===== src/hw/rtl/lacq_pkg.sv =====
// Shared types, constants and a helper for the line assembler command queue.
package lacq_pkg;

  localparam int LINE_BYTES  = 64;
  localparam int QUEUE_DEPTH = 4;

  localparam int LEN_W    = $clog2(LINE_BYTES);
  localparam int SLOT_W   = $clog2(QUEUE_DEPTH);
  localparam int CNT_W    = $clog2(QUEUE_DEPTH + 1);
  localparam int CS_DEPTH = QUEUE_DEPTH << LEN_W;

  localparam logic [7:0] CHAR_CR = 8'h0D;
  localparam logic [7:0] CHAR_LF = 8'h0A;

  localparam logic MODE_PUSH = 1'b0;
  localparam logic MODE_READ = 1'b1;

  typedef struct packed {
    logic       mode;
    logic [7:0] rx_byte;
    logic [7:0] out_limit;
  } req_t;

  typedef struct packed {
    logic       found;
    logic       char_valid;
    logic [7:0] char_byte;
    logic       last;
  } rsp_t;

  // Advance a queue slot index with wrap.
  function automatic logic [SLOT_W-1:0] slot_inc(input logic [SLOT_W-1:0] s);
    logic [SLOT_W-1:0] r;
    if (s == SLOT_W'(QUEUE_DEPTH - 1)) begin
      r = '0;
    end else begin
      r = s + 1'b1;
    end
    return r;
  endfunction

endpackage


===== src/hw/rtl/lacq_ram.sv =====
// Generic single-write, single-read RAM with registered read data.
module lacq_ram #(
  parameter int WIDTH = 8,
  parameter int DEPTH = 64
) (
  input  logic                     clk,
  input  logic                     we,
  input  logic [$clog2(DEPTH)-1:0] waddr,
  input  logic [WIDTH-1:0]         wdata,
  input  logic                     re,
  input  logic [$clog2(DEPTH)-1:0] raddr,
  output logic [WIDTH-1:0]         rdata
);

  logic [WIDTH-1:0] mem [DEPTH];

  // Write and registered read; read data holds while re is low.
  always_ff @(posedge clk) begin
    if (we) begin
      mem[waddr] <= wdata;
    end
    if (re) begin
      rdata <= mem[raddr];
    end
  end

endmodule


===== src/hw/rtl/line_assembler_command_queue.sv =====
// Top level: assembles received bytes into lines and queues them as commands.
//
// In a push (mode 0), a CR or LF that ends a non-empty line starts a copy of
// the line buffer into the command slot at the queue tail, one byte per cycle
// through the line buffer read port, with the input stalled. A read (mode 1)
// on an empty queue or with a limit of zero or one gives one result at once;
// otherwise each streamed byte is addressed, then checked in the registered
// command store read data. The input is stalled while a copy or a read is in
// progress and while a result waits in the output register and cannot leave
// in the same cycle.
module line_assembler_command_queue (
  input  logic          clk,
  input  logic          rst,
  input  logic          req_valid,
  output logic          req_stall,
  input  lacq_pkg::req_t req,
  output logic          rsp_valid,
  input  logic          rsp_stall,
  output lacq_pkg::rsp_t rsp
);
  import lacq_pkg::*;

  localparam logic [2:0] S_IDLE  = 3'd0;
  localparam logic [2:0] S_COPY  = 3'd1;
  localparam logic [2:0] S_FETCH = 3'd2;
  localparam logic [2:0] S_LOOK  = 3'd3;
  localparam logic [2:0] S_TAIL  = 3'd4;

  logic [2:0]        state;
  logic [LEN_W-1:0]  plen;
  logic [SLOT_W-1:0] head;
  logic [SLOT_W-1:0] tail;
  logic [CNT_W-1:0]  count;
  logic [LEN_W-1:0]  lens [QUEUE_DEPTH];
  logic [SLOT_W-1:0] slot;
  logic [LEN_W-1:0]  idx;
  logic [LEN_W-1:0]  cp_len;
  logic [LEN_W-1:0]  cp_widx;
  logic              cp_pend;
  logic [LEN_W-1:0]  mlen;
  logic [7:0]        pend;
  logic              have_pend;

  logic              acc;
  logic              out_free;
  logic              is_term;
  logic              q_empty_rd;
  logic [7:0]        lim_m1;
  logic [LEN_W-1:0]  head_len;
  logic [LEN_W-1:0]  m_calc;
  logic              last_idx;
  logic              cp_issue;
  logic              emit;
  rsp_t              emit_data;

  logic              pl_we;
  logic              pl_re;
  logic [7:0]        pl_rdata;
  logic              cs_we;
  logic              cs_re;
  logic [7:0]        cs_rdata;

  // Handshake and decode
  assign out_free   = !rsp_valid || !rsp_stall;
  assign req_stall  = (state != S_IDLE) || !out_free;
  assign acc        = req_valid && !req_stall;
  assign is_term    = (req.rx_byte == CHAR_CR) || (req.rx_byte == CHAR_LF);
  assign q_empty_rd = (req.out_limit == 8'd0) || (count == '0);
  assign lim_m1     = req.out_limit - 8'd1;
  assign head_len   = lens[head];
  assign m_calc     = ({{(8 - LEN_W){1'b0}}, head_len} < lim_m1) ? head_len
                                                                : lim_m1[LEN_W-1:0];
  assign last_idx   = ({1'b0, idx} + 1'b1) == {1'b0, mlen};
  assign cp_issue   = (state == S_COPY) && (idx != cp_len);

  // Memory port controls
  assign pl_we = acc && (req.mode == MODE_PUSH) && !is_term
                 && (plen < LEN_W'(LINE_BYTES - 1));
  assign pl_re = cp_issue;
  assign cs_we = (state == S_COPY) && cp_pend;
  assign cs_re = (state == S_FETCH);

  lacq_ram #(
    .WIDTH (8),
    .DEPTH (LINE_BYTES)
  ) u_line_ram (
    .clk   (clk),
    .we    (pl_we),
    .waddr (plen),
    .wdata (req.rx_byte),
    .re    (pl_re),
    .raddr (idx),
    .rdata (pl_rdata)
  );

  lacq_ram #(
    .WIDTH (8),
    .DEPTH (CS_DEPTH)
  ) u_cmd_ram (
    .clk   (clk),
    .we    (cs_we),
    .waddr ({slot, cp_widx}),
    .wdata (pl_rdata),
    .re    (cs_re),
    .raddr ({slot, idx}),
    .rdata (cs_rdata)
  );

  // Pick the result to load into the output register
  always_comb begin
    emit      = 1'b0;
    emit_data = '{found: 1'b0, char_valid: 1'b0, char_byte: 8'd0, last: 1'b1};
    unique case (state)
      S_IDLE: begin
        if (acc && (req.mode == MODE_READ)) begin
          if (q_empty_rd) begin
            emit = 1'b1;
          end else if (m_calc == '0) begin
            emit            = 1'b1;
            emit_data.found = 1'b1;
          end
        end
      end
      S_LOOK: begin
        if (out_free) begin
          if (cs_rdata == 8'd0) begin
            emit            = 1'b1;
            emit_data.found = 1'b1;
            if (have_pend) begin
              emit_data.char_valid = 1'b1;
              emit_data.char_byte  = pend;
            end
          end else if (have_pend) begin
            emit      = 1'b1;
            emit_data = '{found: 1'b1, char_valid: 1'b1, char_byte: pend, last: 1'b0};
          end
        end
      end
      S_TAIL: begin
        if (out_free) begin
          emit      = 1'b1;
          emit_data = '{found: 1'b1, char_valid: 1'b1, char_byte: pend, last: 1'b1};
        end
      end
      default: begin
        emit = 1'b0;
      end
    endcase
  end

  // Output register: load on a new result, drop after a transfer
  always_ff @(posedge clk) begin
    if (rst) begin
      rsp_valid <= 1'b0;
    end else if (emit) begin
      rsp_valid <= 1'b1;
    end else if (!rsp_stall) begin
      rsp_valid <= 1'b0;
    end
  end

  always_ff @(posedge clk) begin
    if (emit) begin
      rsp <= emit_data;
    end
  end

  // Slot length table, written when a line is queued
  always_ff @(posedge clk) begin
    if (acc && (req.mode == MODE_PUSH) && is_term && (plen != '0)) begin
      lens[tail] <= plen;
    end
  end

  // Sequencer: line assembly, line copy and command streaming
  always_ff @(posedge clk) begin
    if (rst) begin
      state     <= S_IDLE;
      plen      <= '0;
      head      <= '0;
      tail      <= '0;
      count     <= '0;
      cp_pend   <= 1'b0;
      have_pend <= 1'b0;
    end else begin
      unique case (state)
        S_IDLE: begin
          if (acc) begin
            if (req.mode == MODE_PUSH) begin
              if (is_term) begin
                if (plen != '0) begin
                  // Queue the line, dropping the oldest command when full
                  tail <= slot_inc(tail);
                  if (count == CNT_W'(QUEUE_DEPTH)) begin
                    head <= slot_inc(head);
                  end else begin
                    count <= count + 1'b1;
                  end
                  slot    <= tail;
                  cp_len  <= plen;
                  idx     <= '0;
                  cp_pend <= 1'b0;
                  state   <= S_COPY;
                end
                plen <= '0;
              end else if (plen < LEN_W'(LINE_BYTES - 1)) begin
                plen <= plen + 1'b1;
              end else begin
                // Overflow: drop the byte and the whole line
                plen <= '0;
              end
            end else if (!q_empty_rd) begin
              // Dequeue the oldest command and start streaming it
              head      <= slot_inc(head);
              count     <= count - 1'b1;
              slot      <= head;
              mlen      <= m_calc;
              idx       <= '0;
              have_pend <= 1'b0;
              if (m_calc != '0) begin
                state <= S_FETCH;
              end
            end
          end
        end
        S_COPY: begin
          // Read one byte per cycle, write it in the next cycle
          if (cp_issue) begin
            idx <= idx + 1'b1;
          end
          cp_pend <= cp_issue;
          cp_widx <= idx;
          if (!cp_issue && !cp_pend) begin
            state <= S_IDLE;
          end
        end
        S_FETCH: begin
          state <= S_LOOK;
        end
        S_LOOK: begin
          if (out_free) begin
            if (cs_rdata == 8'd0) begin
              state <= S_IDLE;
            end else begin
              pend      <= cs_rdata;
              have_pend <= 1'b1;
              if (last_idx) begin
                state <= S_TAIL;
              end else begin
                idx   <= idx + 1'b1;
                state <= S_FETCH;
              end
            end
          end
        end
        S_TAIL: begin
          if (out_free) begin
            state <= S_IDLE;
          end
        end
        default: begin
          state <= S_IDLE;
        end
      endcase
    end
  end

endmodule


===== config.mk =====
export PLATFORM = sky130hd
export DESIGN_NAME = line_assembler_command_queue
export DESIGN_NICKNAME = d
export VERILOG_FILES = /design/src/hw/rtl/lacq_pkg.sv /design/src/hw/rtl/lacq_ram.sv /design/src/hw/rtl/line_assembler_command_queue.sv
export SDC_FILE = /design/constraint.sdc
export NUM_CORES = 2
export LEC_CHECK = 0
export ABC_AREA = 1
export BUFFER_PORTS_ARGS = -buffer_cell sky130_fd_sc_hd__buf_2
export CAP_MARGIN = 20
export CORE_MARGIN = 2
export CORE_UTILIZATION = 45
export CTS_CLUSTER_DIAMETER = 120
export DETAILED_ROUTE_END_ITERATION = 12
export HOLD_SLACK_MARGIN = 0.06
export PLACE_DENSITY = 0.72
export SLEW_MARGIN = 0
export SYNTH_ARGS = -nofsm -noshare
export SYNTH_HDL_FRONTEND = slang
export SYNTH_SLANG_ARGS = --single-unit

===== constraint.sdc =====
create_clock -name clk -period 5.06 [get_ports clk]
set_clock_uncertainty 0.2 [all_clocks]
set_input_delay 1.012 -clock clk [delete_from_list [all_inputs] [get_ports clk]]
set_output_delay 1.012 -clock clk [all_outputs]
set_load 0.05 [all_outputs]

==> results.md, run 1 <==
* CTS H-tree depth at 5
* Die Ht at just under 500 µm
* # placed instances at about 11,000
* Stop stage: 5_1_grt
* Detailed placement HPWL at 156,000 µm
* Clk buf depth at 4
* Post-synth cell types at 45
* Global-route wire length before repair at roughly 420,000 µm
* Post-Syn Nets at about 8,300
* Row count at between 150 and 200
* Largest net degree at the start of global routing at between 200 and 250
* Outcome: did not finish
* Setup bufs post-CTS at 0
* Top post-synthesis cells by area: edfxtp_1 75%, nor2_1 7.2%, o21ai_0 7.1%
* Commonest cells in the synthesized netlist: 2,645 x edfxtp_1, 2,043 x nor2_1, 1,513 x o21ai_0
* Clock Sinks at about 2,700
* Most frequent cell after synthesis: edfxtp_1
* Syn avg cell area at ~13 µm²
* Clock Tree Root: clkbuf_16
* Synth Register Bits at 2,666
* Placed Area at around 110,000 µm²
* CTS Buf Count at ~280
* Sequential area share after synthesis at about three quarters
* Share of the synthesized area in the top cell type at between 70% and 80%
* Via count of the first global-routing pass at approximately 67,000
* Main synth FF type: edfxtp_1
* CTS Hold Buffers Added at 0
* Area leader, netlist: edfxtp_1
* Post-cts sizing count at 0
* Error msg: [ERROR GRT-0116] Global routing finished with congestion. Check the congestion regions in the DRC Viewer.
* Asr flop ratio synth at 0%
* Warnings, synthesis at 0
* GRT Total Usage at between 20% and 30%
* Area of the mapped netlist at 106,000 µm²
* Number of top-level pins at 34
* Die width at 490 µm
* RePlAce Congestion at 0.920
* Number of synthesized flops with an enable pin at 2,645
* Grt total ovfl at 1
* Post-synthesis instance total at 8,306
* # port buffers at 33
* Initial core utilization at a little under half
==> stage by stage <==
stage | hold WS [ps] | setup slack (ps)
floorplan | 224 | 814
CTS | 258 | 986
global placement | 250 | 917
detailed placement | 268 | 906
==> per-layer routing <==
layer / global-route usage [%] / GRT overflow
met1: 31.6 / 0
met2: 35.2 / 0
met3: 5.87 / 0
met4: 8.25 / 1
met5: 0 / 0
==> cells by family after synthesis <==
group | count (synthesis) | share of synthesized area, %
AOI/OAI and AO/OA | 2504 | 12.8
xor gates and xnor gates | 20 | 0.165
adders and majority gates | 16 | 0.196
buffers and inverters | 693 | 2.85
DFF | 2666 | 75.2
and+or+nand+nor | 2407 | 8.74
==> run 2, diff against run 1 <==
Settings changed: CORE_UTILIZATION 45 to 30, CTS_CLUSTER_DIAMETER 120 to unset, HOLD_SLACK_MARGIN 0.06 to unset, PLACE_DENSITY 0.72 to unset, PLACE_DENSITY_LB_ADDON set to 0.15.
==> results.md, run 2 <==
* Outcome: completed
* TritonCTS clock tree: built
* Crit share post-route at between 90% and 100%
* Number of top-level pins at 34 (unchanged)
* Area growth from synthesis to layout at 15.4%
* CP max FO at between 50 and 60
* Die Ht at 599 µm (+22%)
* Power density over the cells at ~440 nW/µm²
* DR vias/cell at 5.15
* Fmax at 214 MHz
* Fill count at about 35,000
* Most common cell after layout, fill and taps aside: edfxtp_1
* Post-Synth XOR/XNOR Area at 0.165% (unchanged)
* Initial core utilization at 30.1% (-15 points)
* Final Hold Vio Count at 0
* Synth Area in Adders at 0.196% (unchanged)
* Top post-synthesis cells by area: edfxtp_1 75%, nor2_1 7.2%, o21ai_0 7.1%
* Number of synthesized flops with an enable pin at 2,645 (unchanged)
* Clock Sinks at 2,666 (unchanged)
* CTS H-tree depth at 5 (unchanged)
* Area of the mapped netlist at 106,000 µm² (unchanged)
* Final core occ at around a third
* Multiplexer share of the synthesized area at 0% (unchanged)
* Maxcap violations at 0
* DR WL/cell at 25.5 µm
* Worst skew pair latency at 910 ps
* Clk slew on worst S/H paths at about 60 ps
* Clk buf depth at 4 (unchanged)
* VDD IR max at between 200 and 300 µV
* Main synth FF type: edfxtp_1
* RSZ-0062 raised after global routing: false
* Share of cells above drive strength 1 at between 9 and 10%
* Pre-CTS setup slack at 673 ps (-233 ps)
* Power, Total at about 54 mW
* CP cell instances: inv_8 > buf_12 > buf_12 > buf_4 > o21ai_0 > o22ai_1 > o21ai_0 > o22ai_1 > o21ai_0 > o22ai_1 > buf_4 > nand2_1 > nand4_1
* Delay of the slowest cell on the worst path at 940 ps
* Setup crit end kind: flip-flop
* Largest register FFs at about 2,000
* Post-synth cell types at 45 (unchanged)
* Worst Path Class, Setup: reg -> reg
* Post-Syn Nets at 8,343 (unchanged)
* Most frequent cell after synthesis: edfxtp_1
* Via count at between 60,000 and 70,000
* Setup bufs post-CTS at 0 (unchanged)
* CTS Hold Buffers Added at 0 (unchanged)
* Clock Tree Root: clkbuf_16
* RePlAce Congestion at 0.823 (-11%)
* Min Clock Period, post-route at between 4000 and 5000 ps
* Antenna violations before repair at 16
* Syn avg cell area at 12.8 µm² (unchanged)
* Asr flop ratio synth at 0% (unchanged)
* Antenna Nets Post-Route at 0
* Critical-path top delay cell: edfxtp_1
* CTS Buf Count at 302 (+7.1%)
* Largest register by flop count: u_cmd_ram.mem
* Critical path launch point type: flip-flop
* Die width at 599 µm (+22%)
* Commonest cells in the synthesized netlist: 2,645 x edfxtp_1, 2,043 x nor2_1, 1,513 x o21ai_0
* DRT Pass-1 Iters at 7
* Clock share of power at between 30% and 40%
* Sequential area share after synthesis at 75.2% (unchanged)
* Post-Synth Simple-Gate Area at 8.74% (unchanged)
* Psw at roughly 15 mW
* Placed Area at 113,000 µm² (+3.0%)
* Slew Viols, Final at 0
* Hold Crit Class: reg -> reg
* Area leader, netlist: edfxtp_1
* Row count at 218 (+22%)
* Detailed placement HPWL at 199,000 µm (+28%)
* DRC viols at 0
* Global-route wire length before repair at between 400,000 and 500,000 µm
* Initial DRC count at 6,886
* # port buffers at 33 (unchanged)
* Setup TNS at 0 ps
* Compound-Gate Fraction of Synth Area at 12.8% (unchanged)
* Core area at 352,000 µm²
* Final WL at 342,000 µm
* Pint at 39.1 mW
* Comb pwr share at 14.9%
* Finished Cell Area at ~120,000 µm²
* Req. time, crit path at roughly 5500 ps
* Final worst slack at 379 ps
* Most frequent cells in the layout: 2,645 x edfxtp_1, 2,043 x nor2_1, 1,513 x o21ai_0
* Grt total ovfl at 0
* Total Nets Final at roughly 8,400
* Largest family of logic cells by synthesized area: compound AO/OA/AOI/OAI gates
* Via count of the first global-routing pass at around 67,000
* Warnings, synthesis at 0 (unchanged)
* Sequential cell area at 79,800 µm²
* Post-synthesis instance total at 8,306 (unchanged)
* Post-cts sizing count at 0 (unchanged)
* Die Area at 359,000 µm²
* Worst EP arrival at 5140 ps
* Share of the synthesized area in the top cell type at 74.8% (unchanged)
* GRT Total Usage at a little under a fifth
* Pleak at 38.3 nW
* Synth Register Bits at 2,666 (unchanged)
* Largest registers: u_cmd_ram.mem: 2048 flops, u_line_ram.mem: 512 flops, lens: 24 flops
* Reg power frac at 46.5%
* Largest net degree at the start of global routing at 170
* Final Setup Violations at 0
* Worst Tran Pin Value at 1160 ps
* Net Sw Frac at about 28%
* Area of the multi-input gates at ~23,000 µm²
* Rel. slew slack at between 20 and 25%
[run 2: path summary, 6_finish.rpt]
| kind | start | endpoint | slack, ps | cells after the start |
|---|---|---|---|---|
| hold reg to reg | cp_pend$_SDFFE_PP0P_ | cp_pend$_SDFFE_PP0P_ | 260 | 2 |
| setup reg to reg | idx[0]$_SDFFCE_PN0P_ | u_cmd_ram.rdata[6]$_DFFE_PN_ | 380 | 13 |
| hold / removal | cp_pend$_SDFFE_PP0P_ | cp_pend$_SDFFE_PP0P_ | 260 | 2 |
| setup / recovery | idx[0]$_SDFFCE_PN0P_ | u_cmd_ram.rdata[6]$_DFFE_PN_ | 380 | 13 |
[run 2: area by class of cell]
type,instances,area share [%]
Inverter,92,0.306
Clock inverter,143,0.905
Multi-Input combinational cell,4947,19.1
Sequential cell,2666,65.2
Timing Repair Buffer,394,3.05
Antenna cell,4,0.00817
Tap cell,4730,4.83
Clock buffer,396,6.66
[run 2: per-layer routing]
metal	vias up	global-route usage (%)	part of all wire [%]
met4	0	4.19	2.2
li1	31000	-	-
met2	2073	29.6	46
met1	35400	26.8	46
met3	406	2.60	5.9
met5	-	0	0
[run 2: kinds of logic after synthesis]
group                      count (synthesis)
AOI/OAI and AO/OA                       2504
DFF                                     2666
adders and majority gates                 16
xor gates and xnor gates                  20
and+or+nand+nor                         2407
buffers and inverters                    693
[run 2: power groups by stage]
stage | clock [mW] | sequential, mW | combinational (mW)
2_1_floorplan | 0 | 26.2 | 3.97
3_3_place_gp | 0 | 25.7 | 8.12
3_5_place_dp | 0 | 25.7 | 8.14
4_1_cts | 21.4 | 25.2 | 8.16
5_1_grt | 22.3 | 25.2 | 8.74
6_report | 21.0 | 25.2 | 8.09
[run 2: critical path, delay by kind of cell, from the launching register on]
family                 cells  cell delay (ps)
DFF                        1              940
buffers and inverters      5             1360
and+or+nand+nor            2              150
AOI/OAI and AO/OA          6             1650
[run 2: through the flow]
stage | hold WS, ps | std cells
after floorplan | 224 | 8306
after global placement | 252 | 12800
after detailed placement | 257 | 12800
after CTS | 235 | 13400
after global routing | 286 | 13400
final | 265 | 13400
Power figures use the tool's default switching activity.
